$ cat config.mk
export PLATFORM = sky130hd
export DESIGN_NAME = pchg_ctrl
export DESIGN_NICKNAME = d
export VERILOG_FILES = /design/src/hw/rtl/pchg_pkg.sv /design/src/hw/rtl/pchg_ctrl.sv
export SDC_FILE = /design/constraint.sdc
export NUM_CORES = 1
export LEC_CHECK = 0
export BUFFER_PORTS_ARGS = -buffer_cell sky130_fd_sc_hd__buf_2
export CAP_MARGIN = 20
export CORE_ASPECT_RATIO = 1.1
export CORE_MARGIN = 5
export CORE_UTILIZATION = 35
export CTS_BUF_LIST = sky130_fd_sc_hd__clkbuf_8 sky130_fd_sc_hd__clkbuf_16
export CTS_CLUSTER_SIZE = 25
export DETAILED_ROUTE_END_ITERATION = 10
export PLACE_DENSITY = 0.65
export SLEW_MARGIN = 20
export SYNTH_ARGS = -nofsm -noshare
export SYNTH_HDL_FRONTEND = slang
export SYNTH_SLANG_ARGS = --single-unit
$ cat constraint.sdc
create_clock -name clk -period 4.1 [get_ports clk]
set_input_delay 1.23 -clock clk [delete_from_list [all_inputs] [get_ports clk]]
set_output_delay 1.23 -clock clk [all_outputs]
set_load 0.05 [all_outputs]
$ cat src/hw/rtl/pchg_pkg.sv
`timescale 1ns / 1ps
// ----------------------------------------------------------------------------
// Height grid package
// Shared constants, codes, command and status types of the height grid block.
// ----------------------------------------------------------------------------
package pchg_pkg;

    // Fixed point format and arithmetic widths.
    localparam int FRAC_BITS = 16;
    localparam int OPW       = 33;           // multiplier operand width
    localparam int PRW       = 2 * OPW;      // full product width
    localparam int ACCW      = 52;           // row accumulator width
    localparam int BINW      = 34;           // truncated bin or shift count

    // Grid size defaults.
    localparam int CELLS_X_DEF = 300;
    localparam int CELLS_Y_DEF = 200;

    // Coefficient store layout.
    localparam int          NUM_COEF = 24;
    localparam logic [4:0]  BASE_M   = 5'd0;
    localparam logic [4:0]  BASE_O   = 5'd9;
    localparam logic [4:0]  BASE_B   = 5'd12;
    localparam logic [4:0]  BASE_P   = 5'd21;
    localparam logic [4:0]  POSE_X   = 5'd21;
    localparam logic [4:0]  POSE_Y   = 5'd22;

    // Configuration registers.
    localparam int          CFG_W       = 31;
    localparam logic [1:0]  CFG_INV     = 2'd0;
    localparam logic [1:0]  CFG_HALF_X  = 2'd1;
    localparam logic [1:0]  CFG_HALF_Y  = 2'd2;
    localparam logic [CFG_W-1:0] INV_RST    = 31'd13107200;
    localparam logic [CFG_W-1:0] HALF_X_RST = 31'd49152;
    localparam logic [CFG_W-1:0] HALF_Y_RST = 31'd32768;

    // Word layout.
    localparam int IN_DATA_W  = 152;
    localparam int OUT_DATA_W = 56;
    localparam int ROW_W      = 9;
    localparam int COL_W      = 8;
    localparam int SX_W       = 10;
    localparam int SY_W       = 9;

    typedef enum logic [1:0] {
        CMD_LOAD   = 2'd0,
        CMD_INSERT = 2'd1,
        CMD_FRAME  = 2'd2,
        CMD_READ   = 2'd3
    } cmd_t;

    typedef enum logic [2:0] {
        TK_NONE,
        TK_FIRST,
        TK_MID,
        TK_LAST,
        TK_BINX,
        TK_BINY,
        TK_FEX,
        TK_FEY
    } tag_kind_t;

    typedef struct packed {
        tag_kind_t  kind;
        logic [1:0] idx;
    } tag_t;

    typedef enum logic [2:0] {
        MS_ROT,
        MS_BINX,
        MS_BINY,
        MS_FEX,
        MS_FEY
    } mul_sel_t;

    typedef enum logic [1:0] {
        SW_CLEAR,
        SW_X,
        SW_Y
    } sw_mode_t;

    typedef enum logic [4:0] {
        ST_SW_INIT,
        ST_SW_PREP,
        ST_SW_RUN,
        ST_SW_DRAIN,
        ST_IDLE,
        ST_LOAD,
        ST_ROT,
        ST_SUB,
        ST_BIN,
        ST_IADDR,
        ST_IWRITE,
        ST_FE_MUL,
        ST_FE_POSE_X,
        ST_FE_POSE_Y,
        ST_RD_ADDR,
        ST_RD_MEM,
        ST_RD_DATA,
        ST_OUT
    } state_t;

    typedef struct packed {
        logic       cap;
        logic       coef_we;
        mul_sel_t   mul_sel;
        logic [4:0] cidx;
        logic [1:0] vsel;
        tag_t       tag;
        logic       sub_en;
        logic [1:0] sub_idx;
        logic       bin_addr;
        logic       ins_we;
        logic       rd_addr;
        logic       rd_en;
        logic       rd_take;
        logic       pose_x;
        logic       pose_y;
        logic       sw_init;
        sw_mode_t   sw_mode;
        logic       sw_prep;
        logic       sw_step;
        logic       out_load;
    } ctrl_cmd_t;

    typedef struct packed {
        cmd_t cmd;
        logic dx_nz;
        logic dy_nz;
        logic sw_last;
    } ctrl_status_t;

endpackage

$ cat src/hw/rtl/pchg_ctrl.sv
`timescale 1ns / 1ps
// ----------------------------------------------------------------------------
// Height grid controller
// Sequences each command through the datapath and owns the handshakes.
// ----------------------------------------------------------------------------
module pchg_ctrl (
    input  logic                  clk,
    input  logic                  rst_n,
    input  logic                  s_tvalid,
    output logic                  s_tready,
    output logic                  m_tvalid,
    input  logic                  m_tready,
    input  pchg_pkg::ctrl_status_t status,
    output pchg_pkg::ctrl_cmd_t    cmd
);

    pchg_pkg::state_t   state_reg, state_next;
    pchg_pkg::sw_mode_t phase_reg, phase_next;
    logic [3:0]         cnt_reg, cnt_next;
    logic [1:0]         i_reg, i_next;
    logic [1:0]         j_reg, j_next;
    logic               pass_reg, pass_next;
    logic               m_valid_reg, m_valid_next;

    // Dispatch register: set on acceptance, routes on the captured command.
    logic               dispatch_reg;
    pchg_pkg::state_t   state_eff;

    always_ff @(posedge clk or negedge rst_n)
    begin
        if (!rst_n)
        begin
            state_reg   <= pchg_pkg::ST_SW_INIT;
            phase_reg   <= pchg_pkg::SW_CLEAR;
            cnt_reg     <= '0;
            i_reg       <= '0;
            j_reg       <= '0;
            pass_reg    <= 1'b0;
            m_valid_reg <= 1'b0;
        end
        else
        begin
            state_reg   <= state_next;
            phase_reg   <= phase_next;
            cnt_reg     <= cnt_next;
            i_reg       <= i_next;
            j_reg       <= j_next;
            pass_reg    <= pass_next;
            m_valid_reg <= m_valid_next;
        end
    end

    always_comb
    begin
        state_next   = state_eff;
        phase_next   = phase_reg;
        cnt_next     = cnt_reg;
        i_next       = i_reg;
        j_next       = j_reg;
        pass_next    = pass_reg;
        m_valid_next = m_valid_reg && !m_tready;
        s_tready     = 1'b0;
        cmd          = '0;
        cmd.mul_sel  = pchg_pkg::MS_ROT;
        cmd.tag.kind = pchg_pkg::TK_NONE;
        cmd.sw_mode  = phase_reg;

        case (state_eff)
            pchg_pkg::ST_SW_INIT:
            begin
                cmd.sw_init = 1'b1;
                state_next  = pchg_pkg::ST_SW_PREP;
            end
            pchg_pkg::ST_SW_PREP:
            begin
                cmd.sw_prep = 1'b1;
                state_next  = pchg_pkg::ST_SW_RUN;
            end
            pchg_pkg::ST_SW_RUN:
            begin
                cmd.sw_step = 1'b1;
                if (status.sw_last)
                begin
                    state_next = pchg_pkg::ST_SW_DRAIN;
                end
            end
            pchg_pkg::ST_SW_DRAIN:
            begin
                case (phase_reg)
                    pchg_pkg::SW_CLEAR: state_next = pchg_pkg::ST_IDLE;
                    pchg_pkg::SW_X:
                    begin
                        if (status.dy_nz)
                        begin
                            phase_next = pchg_pkg::SW_Y;
                            state_next = pchg_pkg::ST_SW_INIT;
                        end
                        else
                        begin
                            state_next = pchg_pkg::ST_OUT;
                        end
                    end
                    default: state_next = pchg_pkg::ST_OUT;
                endcase
            end
            pchg_pkg::ST_IDLE:
            begin
                s_tready = 1'b1;
                if (s_tvalid)
                begin
                    cmd.cap  = 1'b1;
                    cnt_next = '0;
                    i_next   = '0;
                    j_next   = '0;
                    pass_next = 1'b0;
                    state_next = pchg_pkg::ST_OUT;
                end
            end
            pchg_pkg::ST_LOAD:
            begin
                cmd.coef_we = 1'b1;
                state_next  = pchg_pkg::ST_OUT;
            end
            pchg_pkg::ST_ROT:
            begin
                cmd.mul_sel = pchg_pkg::MS_ROT;
                cmd.cidx    = (pass_reg ? pchg_pkg::BASE_B : pchg_pkg::BASE_M) + 5'(cnt_reg);
                cmd.vsel    = j_reg;
                cmd.tag.idx = i_reg;
                cnt_next    = cnt_reg + 4'd1;
                if (cnt_reg < 4'd9)
                begin
                    if (j_reg == 2'd0)
                    begin
                        cmd.tag.kind = pchg_pkg::TK_FIRST;
                    end
                    else if (j_reg == 2'd2)
                    begin
                        cmd.tag.kind = pchg_pkg::TK_LAST;
                    end
                    else
                    begin
                        cmd.tag.kind = pchg_pkg::TK_MID;
                    end
                    if (j_reg == 2'd2)
                    begin
                        j_next = '0;
                        i_next = i_reg + 2'd1;
                    end
                    else
                    begin
                        j_next = j_reg + 2'd1;
                    end
                end
                // Wait while the last row passes the operand and product registers into its result register.
                if (cnt_reg == 4'd10)
                begin
                    cnt_next   = '0;
                    state_next = pchg_pkg::ST_SUB;
                end
            end
            pchg_pkg::ST_SUB:
            begin
                cmd.sub_en  = 1'b1;
                cmd.sub_idx = cnt_reg[1:0];
                cmd.cidx    = (pass_reg ? pchg_pkg::BASE_P : pchg_pkg::BASE_O) + 5'(cnt_reg);
                cnt_next    = cnt_reg + 4'd1;
                if (cnt_reg == 4'd2)
                begin
                    cnt_next = '0;
                    i_next   = '0;
                    j_next   = '0;
                    if (pass_reg)
                    begin
                        state_next = pchg_pkg::ST_BIN;
                    end
                    else
                    begin
                        pass_next  = 1'b1;
                        state_next = pchg_pkg::ST_ROT;
                    end
                end
            end
            pchg_pkg::ST_BIN:
            begin
                cnt_next = cnt_reg + 4'd1;
                if (cnt_reg == 4'd0)
                begin
                    cmd.mul_sel  = pchg_pkg::MS_BINX;
                    cmd.tag.kind = pchg_pkg::TK_BINX;
                end
                else if (cnt_reg == 4'd1)
                begin
                    cmd.mul_sel  = pchg_pkg::MS_BINY;
                    cmd.tag.kind = pchg_pkg::TK_BINY;
                end
                if (cnt_reg == 4'd3)
                begin
                    cnt_next   = '0;
                    state_next = pchg_pkg::ST_IADDR;
                end
            end
            pchg_pkg::ST_IADDR:
            begin
                cmd.bin_addr = 1'b1;
                state_next   = pchg_pkg::ST_IWRITE;
            end
            pchg_pkg::ST_IWRITE:
            begin
                cmd.ins_we = 1'b1;
                state_next = pchg_pkg::ST_OUT;
            end
            pchg_pkg::ST_FE_MUL:
            begin
                cnt_next = cnt_reg + 4'd1;
                if (cnt_reg == 4'd0)
                begin
                    cmd.mul_sel  = pchg_pkg::MS_FEX;
                    cmd.cidx     = pchg_pkg::POSE_X;
                    cmd.tag.kind = pchg_pkg::TK_FEX;
                end
                else if (cnt_reg == 4'd1)
                begin
                    cmd.mul_sel  = pchg_pkg::MS_FEY;
                    cmd.cidx     = pchg_pkg::POSE_Y;
                    cmd.tag.kind = pchg_pkg::TK_FEY;
                end
                if (cnt_reg == 4'd3)
                begin
                    cnt_next   = '0;
                    state_next = pchg_pkg::ST_FE_POSE_X;
                end
            end
            pchg_pkg::ST_FE_POSE_X:
            begin
                cmd.pose_x = 1'b1;
                cmd.cidx   = pchg_pkg::POSE_X;
                state_next = pchg_pkg::ST_FE_POSE_Y;
            end
            pchg_pkg::ST_FE_POSE_Y:
            begin
                cmd.pose_y = 1'b1;
                cmd.cidx   = pchg_pkg::POSE_Y;
                if (status.dx_nz)
                begin
                    phase_next = pchg_pkg::SW_X;
                    state_next = pchg_pkg::ST_SW_INIT;
                end
                else if (status.dy_nz)
                begin
                    phase_next = pchg_pkg::SW_Y;
                    state_next = pchg_pkg::ST_SW_INIT;
                end
                else
                begin
                    state_next = pchg_pkg::ST_OUT;
                end
            end
            pchg_pkg::ST_RD_ADDR:
            begin
                cmd.rd_addr = 1'b1;
                state_next  = pchg_pkg::ST_RD_MEM;
            end
            pchg_pkg::ST_RD_MEM:
            begin
                cmd.rd_en  = 1'b1;
                state_next = pchg_pkg::ST_RD_DATA;
            end
            pchg_pkg::ST_RD_DATA:
            begin
                cmd.rd_take = 1'b1;
                state_next  = pchg_pkg::ST_OUT;
            end
            pchg_pkg::ST_OUT:
            begin
                if (!m_valid_reg || m_tready)
                begin
                    cmd.out_load = 1'b1;
                    m_valid_next = 1'b1;
                    state_next   = pchg_pkg::ST_IDLE;
                end
            end
            default: state_next = pchg_pkg::ST_IDLE;
        endcase

        // The captured command is only visible in the cycle after acceptance,
        // so the dispatch happens from the first work state.
        if (state_reg == pchg_pkg::ST_IDLE && s_tvalid)
        begin
            state_next = pchg_pkg::ST_OUT;
        end
    end

    always_ff @(posedge clk or negedge rst_n)
    begin
        if (!rst_n)
        begin
            dispatch_reg <= 1'b0;
        end
        else
        begin
            dispatch_reg <= s_tready && s_tvalid;
        end
    end

    always_comb
    begin
        state_eff = state_reg;
        if (dispatch_reg)
        begin
            case (status.cmd)
                pchg_pkg::CMD_LOAD:   state_eff = pchg_pkg::ST_LOAD;
                pchg_pkg::CMD_INSERT: state_eff = pchg_pkg::ST_ROT;
                pchg_pkg::CMD_FRAME:  state_eff = pchg_pkg::ST_FE_MUL;
                pchg_pkg::CMD_READ:   state_eff = pchg_pkg::ST_RD_ADDR;
                default:              state_eff = pchg_pkg::ST_RD_ADDR;
            endcase
        end
    end

    assign m_tvalid = m_valid_reg;

`ifndef ASSERT_OFF
    a_out_free: assert property (@(posedge clk) disable iff (!rst_n)
        cmd.out_load |-> (!m_valid_reg || m_tready))
        else $error("result register overwritten while still held");
    a_one_item: assert property (@(posedge clk) disable iff (!rst_n)
        (s_tvalid && s_tready) |=> !s_tready)
        else $error("second word accepted while one is at work");
    a_sweep_end: assert property (@(posedge clk) disable iff (!rst_n)
        (status.sw_last && state_reg == pchg_pkg::ST_SW_RUN)
        |=> state_reg == pchg_pkg::ST_SW_DRAIN)
        else $error("grid sweep ran past its last address");
`endif

endmodule

### Word level (Yosys, flattened, before mapping)

Cells that the tools add are included.

* add/sub/neg operators: 5
* $mul: 0
* div/mod/pow operators: 0
* magnitude comparators: 1
* equality and inequality tests: 32
* shifts and indexed selects: 0
* multiplexer cells: 72
* bitwise operators: 0
* reductions and logical operators: 22

Operators by type and width (count)
* $pmux W5 S16: 1
* $mux W5: 12
* $eq A5 B4 Y1 const B: 8
* $mux W2: 15
* $eq A5 B3 Y1 const B: 5
* $pmux W5 S5: 1
* $mux W4: 6
* $mux W1: 21
* $pmux W5 S4: 1
* $mux W8: 2
* $pmux W4 S4: 1
* $mux W3: 5
* $pmux W2 S3: 2
* $eq A5 B2 Y1 const B: 2
* $eq A5 B5 Y1 const B: 2
* $ne A2 B2 Y1 const B: 5
* $pmux W5 S2: 1
* $pmux W3 S3: 1
* $eq A4 B2 Y1 const B: 2
* $eq A2 B2 Y1 const B: 3
* $logic_not A2 Y1: 3
* $pmux W3 S2: 1
* $add A4 B4 Y5: 1
* $add A5 B4 Y5: 1
* other kinds (23): 30

* bits in registers: 18
* latch bits: 0
* RAM bits: 0
* memory bits (read-only): 0
* input bits: 9
* logic and storage cells: 140
* memories: 0

### Depth between registers and ports, before layout

* depth in word-level cells: 7
* mapped depth: 10

### Worst setup path before layout

OpenSTA, ideal clock, no wires.

* kind: register to output
* start point: register state_reg[2]
* end point: output cmd[27] (netlist name)
* arrival: 3.508 ns
* data required time: 2.870 ns
* slack: -0.638 ns
* cell stages (with the launch flop): 11
* cell sequence: dfrtp_1 -> buf_4 -> or3b_1 -> or4_1 -> buf_6 -> nor2_1 -> ha_1 -> a21o_1 -> a21oi_1 -> xor2_1 -> o221ai_1

RTL lines
* start: declaration: RTL line pchg_ctrl.sv:17 `pchg_pkg::state_t state_reg, state_next;`
* start signal: assignment: RTL line pchg_ctrl.sv:33 `state_reg <= pchg_pkg::ST_SW_INIT;`
* start signal: assignment: RTL line pchg_ctrl.sv:43 `state_reg <= state_next;`
* end: declaration: RTL line pchg_ctrl.sv:14 `output pchg_pkg::ctrl_cmd_t cmd`

==> results.txt <==
- Latest clock arrival within the worst-skew pair: between 0.2 and 0.3 ns
- The worst-case IR drop observed on VDD is 0.0004132 V.
* Depth of the most critical reg-to-reg path: 7
- Share of flip-flops with an asynchronous set or reset: between 90% and 100%
- The Yosys step of the flow raised 0 warnings.
- Die width: between 70 and 80 um
* Post-place instance area: approximately 0.0021 mm2
- Final design area excluding fillers: approximately 0.0022 mm2
* Count of inserted antenna diode cells: 0
- Number of different library cells in the post-synthesis netlist: 53
- Area grow syn2layout: 24.66%
* Post-layout min period: 3.978 ns
- Among all flip-flop cells after synthesis, the most frequent one is sky130_fd_sc_hd__dfrtp_1.
* Total gr overflow: 0
- Counting the fill cells in the layout gives around 520.
- Entering global routing, the biggest net connects 21 pins.
* IO Count: 44
* Number of global-route vias before repair: approximately 1900
* Most frequent cells after synthesis: 41 x sky130_fd_sc_hd__nor2_1, 21 x sky130_fd_sc_hd__o21ai_0, 18 x sky130_fd_sc_hd__dfrtp_1, 14 x sky130_fd_sc_hd__a21oi_1, 14 x sky130_fd_sc_hd__nand2_1
* RSZ-0062 raised after global routing: false
- The tree is rooted in a sky130_fd_sc_hd__clkbuf_8.
* Cell area after synthesis: approximately 0.0018 mm2
* Final cycle utilization of the critical path: 97.02%
- Summing the sequential cell areas from Yosys gives 25.59% of the chip area.
* Buffers from clock root to sink, at most: 2
* DR WL/cell: roughly 16 um
- The worst hold path belongs to the class register to register.
- CTS tree: done
- TritonCTS sink count: 18
- Headroom to the max-slew limit came out at 48.97%.
* Total nets after synthesis: approximately 250
- Derived from the worst setup path, the maximum achievable clock frequency is ~250 MHz.
* Post-CTS repair timing setup buffer count: 0
- For this run, the share of the core covered by cells in the final layout is between 40% and 50%.
* Number of levels the H-tree was split into: 1
- Final Hold Viols: 0
- Proportion of layout cells with a drive suffix above 1: 26.99%
* Hold buffer count at cts: 0
* Die Ht: roughly 84 um
- Input and output buffers added on the ports amount to 43.
- STA classifies the critical path startpoint as a register.
* Number of enable flip-flop cells after synthesis: 0
* Number of maximum-capacitance constraint violations: 0
* Top cells by area, synth: sky130_fd_sc_hd__dfrtp_1 26%, sky130_fd_sc_hd__nor2_1 8.7%, sky130_fd_sc_hd__o21ai_0 6.0%, sky130_fd_sc_hd__ha_1 5.7%, sky130_fd_sc_hd__a21oi_1 4.0%
* Standard cell core area: a little under 0.005 mm2
- Using the TritonRoute via totals, the vias-per-cell ratio works out to 5.746.
* Iteration-0 DRC count of the detailed router: approximately 130
- Post-detailed-route count of antenna-violating nets: 0
- The floorplan has 27 rows.
- Number of nets in the layout: between 300 and 400
- Power density over cell area: 733.6 mW/mm2
* CTS clock-pin slew for the worst setup and hold paths: roughly 0.08 ns
- The initial utilization of the core area, before any placement, comes to a little over a third.
- The synthesized design spends more area on one cell type than any other, namely sky130_fd_sc_hd__dfrtp_1.
* Crit path max fanout: 4
* Crit path max-delay cell type: sky130_fd_sc_hd__or4_4
- The critical path goes through or3b_1, or4_4, xnor2_1, ha_1, a21oi_1, xor2_1, o221ai_2, buf_4.
- Hold depth: 1
- Number of optimization iterations in the first detailed-route pass: 5
* Die footprint: 0.006550 mm2
- Setup slack on the worst reg-to-reg path comes out at 1.81 ns.
- Number of resized instances in the post-cts repair step: 1
- Placer congestion estimate: slightly above 0.9
* Avg Inst Size Synth: roughly 7.4 um2
- On the worst path, the slowest cell contributes a delay of 0.48 ns.
- Gate count after technology mapping: 237
- Summed over all layers, the routed wires come to 5.566 mm.
- GRT Util Overall: between 10% and 20%
- Final setup skew: roughly 0.0037 ns
* Leak Pwr: roughly 1.1 nW
- In the final layout, the multi-input gates occupy roughly 0.0012 mm2.
- The first global-routing pass estimated 9.218 mm of wire.
* Kind of end point of the critical path: output port
* Critical path required time: 2.87 ns
* Clock buffers created by TritonCTS: 3
* Storage cell area: approximately 450 um2
- Result of the run: completed
- Via total after detailed routing: 1994
- Critical path type: register to output port
- Worst-margin pin slew: roughly 0.75 ns
* Worst path arrival time: roughly 2.8 ns
- Yosys instantiated no cell more often than sky130_fd_sc_hd__nor2_1.
* Residual DRC count: 0
- Setup violations remaining at the end of the flow were counted as 0.
* Proportion of netlist area held by the largest area contributor: between 20% and 30%
- Number of antenna violations at the first check in global routing: 0
* DP HPWL: around 4.4 mm
- The final-report max-slew violation count came to 0.
- Seq cells post-synth: 18
- The register with the most flip-flops in the layout has 5 of them.
==> cell usage in the layout, fill, tap and decap left out, types with 2 or more instances in the layout <==
master / synthesis / routed
sky130_fd_sc_hd__a21oi_1: 14 / 14
sky130_fd_sc_hd__a221oi_1: 2 / 2
sky130_fd_sc_hd__a311oi_1: 2 / 2
sky130_fd_sc_hd__a31oi_1: 4 / 4
sky130_fd_sc_hd__and2_1: 6 / 6
sky130_fd_sc_hd__and3_1: 3 / 3
sky130_fd_sc_hd__and3b_1: 2 / 2
sky130_fd_sc_hd__buf_2: 3 / 42
sky130_fd_sc_hd__buf_4: 2 / 20
sky130_fd_sc_hd__clkbuf_8: 0 / 4
sky130_fd_sc_hd__dfrtp_1: 18 / 17
sky130_fd_sc_hd__ha_1: 8 / 8
sky130_fd_sc_hd__inv_1: 11 / 11
sky130_fd_sc_hd__nand2_1: 14 / 14
sky130_fd_sc_hd__nand2b_1: 7 / 7
sky130_fd_sc_hd__nand3_1: 8 / 8
sky130_fd_sc_hd__nand3b_1: 2 / 2
sky130_fd_sc_hd__nor2_1: 41 / 39
sky130_fd_sc_hd__nor2_2: 0 / 2
sky130_fd_sc_hd__nor2b_1: 4 / 4
sky130_fd_sc_hd__nor3_1: 7 / 7
sky130_fd_sc_hd__nor3b_1: 4 / 4
sky130_fd_sc_hd__nor4_1: 2 / 2
sky130_fd_sc_hd__nor4b_1: 2 / 2
sky130_fd_sc_hd__o2111ai_1: 2 / 2
sky130_fd_sc_hd__o211ai_1: 3 / 3
sky130_fd_sc_hd__o21ai_0: 21 / 20
sky130_fd_sc_hd__o22ai_1: 5 / 5
sky130_fd_sc_hd__xnor2_1: 4 / 4
sky130_fd_sc_hd__xor2_1: 2 / 2
==> power by group <==
group	leakage, nW	total [mW]	internal (mW)	switching (mW)
registers	0.239	0.340	0.246	0.0933
clock network	0.0288	0.155	0.0856	0.0699
logic	0.812	1.11	0.368	0.747
total	1.08	1.61	0.700	0.910
==> worst max-delay path, delay by kind of cell, from the launching register on <==
family | cells | cell delay (ns)
XOR/XNOR | 2 | 0.37
buffers and inverters | 1 | 0.21
AO/OA/AOI/OAI | 2 | 0.37
adder cells (fa/ha/maj) | 1 | 0.31
flip-flops | 1 | 0.37
AND/OR/NAND/NOR | 2 | 0.85
==> layout make-up <==
type / count / area share (%)
multi-input combinational: 193 / 55.07
sequential: 18 / 20.58
timing repair buffer: 62 / 16.42
tap: 58 / 3.307
clock buffer: 4 / 2.509
inverter: 12 / 2.109
==> metal layers <==
layer	vias up	part of all wire [%]	global-route usage, %
met5	-	0	0
met3	8	8.3	2.575
met1	940	42	23.10
met4	0	1.8	6.250
met2	85	48	27.49
li1	961	-	-
==> final timing paths <==
check	startpoint	end
setup reg to reg	dispatch_reg	cnt_reg[2]
max in group asynchronous	rst_n	state_reg[1]
hold reg to reg	i_reg[1]	i_reg[1]
setup / recovery	state_reg[3]	cmd[27]
min in group asynchronous	rst_n	phase_reg[0]
hold / removal	i_reg[1]	i_reg[1]
==> kinds of logic (layout without fill, tap and decap cells) <==
group / count (synthesis) / in the layout / share of synthesized area (%)
fa+ha+maj: 8 / 8 / 5.686
buf+inv: 26 / 78 / 7.107
simple gates: 112 / 112 / 33.33
xor+xnor: 6 / 6 / 2.985
flops: 18 / 18 / 25.59
compound gates: 67 / 67 / 25.30
==> per-stage QoR <==
| stage | TNS, ns | power (mW) | cells | worst slack [ns] | hold slack (ns) |
|---|---|---|---|---|---|
| floorplan | -0.06429 | 1.158 | 237 | -0.06429 | 0.4424 |
| global placement | 0 | 1.440 | 343 | 0.2713 | 0.4641 |
| detailed placement | 0 | 1.442 | 343 | 0.2338 | 0.4833 |
| CTS | 0 | 1.603 | 347 | 0.01554 | 0.4923 |
| global route | 0 | 1.736 | 347 | 0.01734 | 0.5143 |
| finish | 0 | 1.610 | 347 | 0.1221 | 0.4958 |
(Power assumes the default switching activity.)
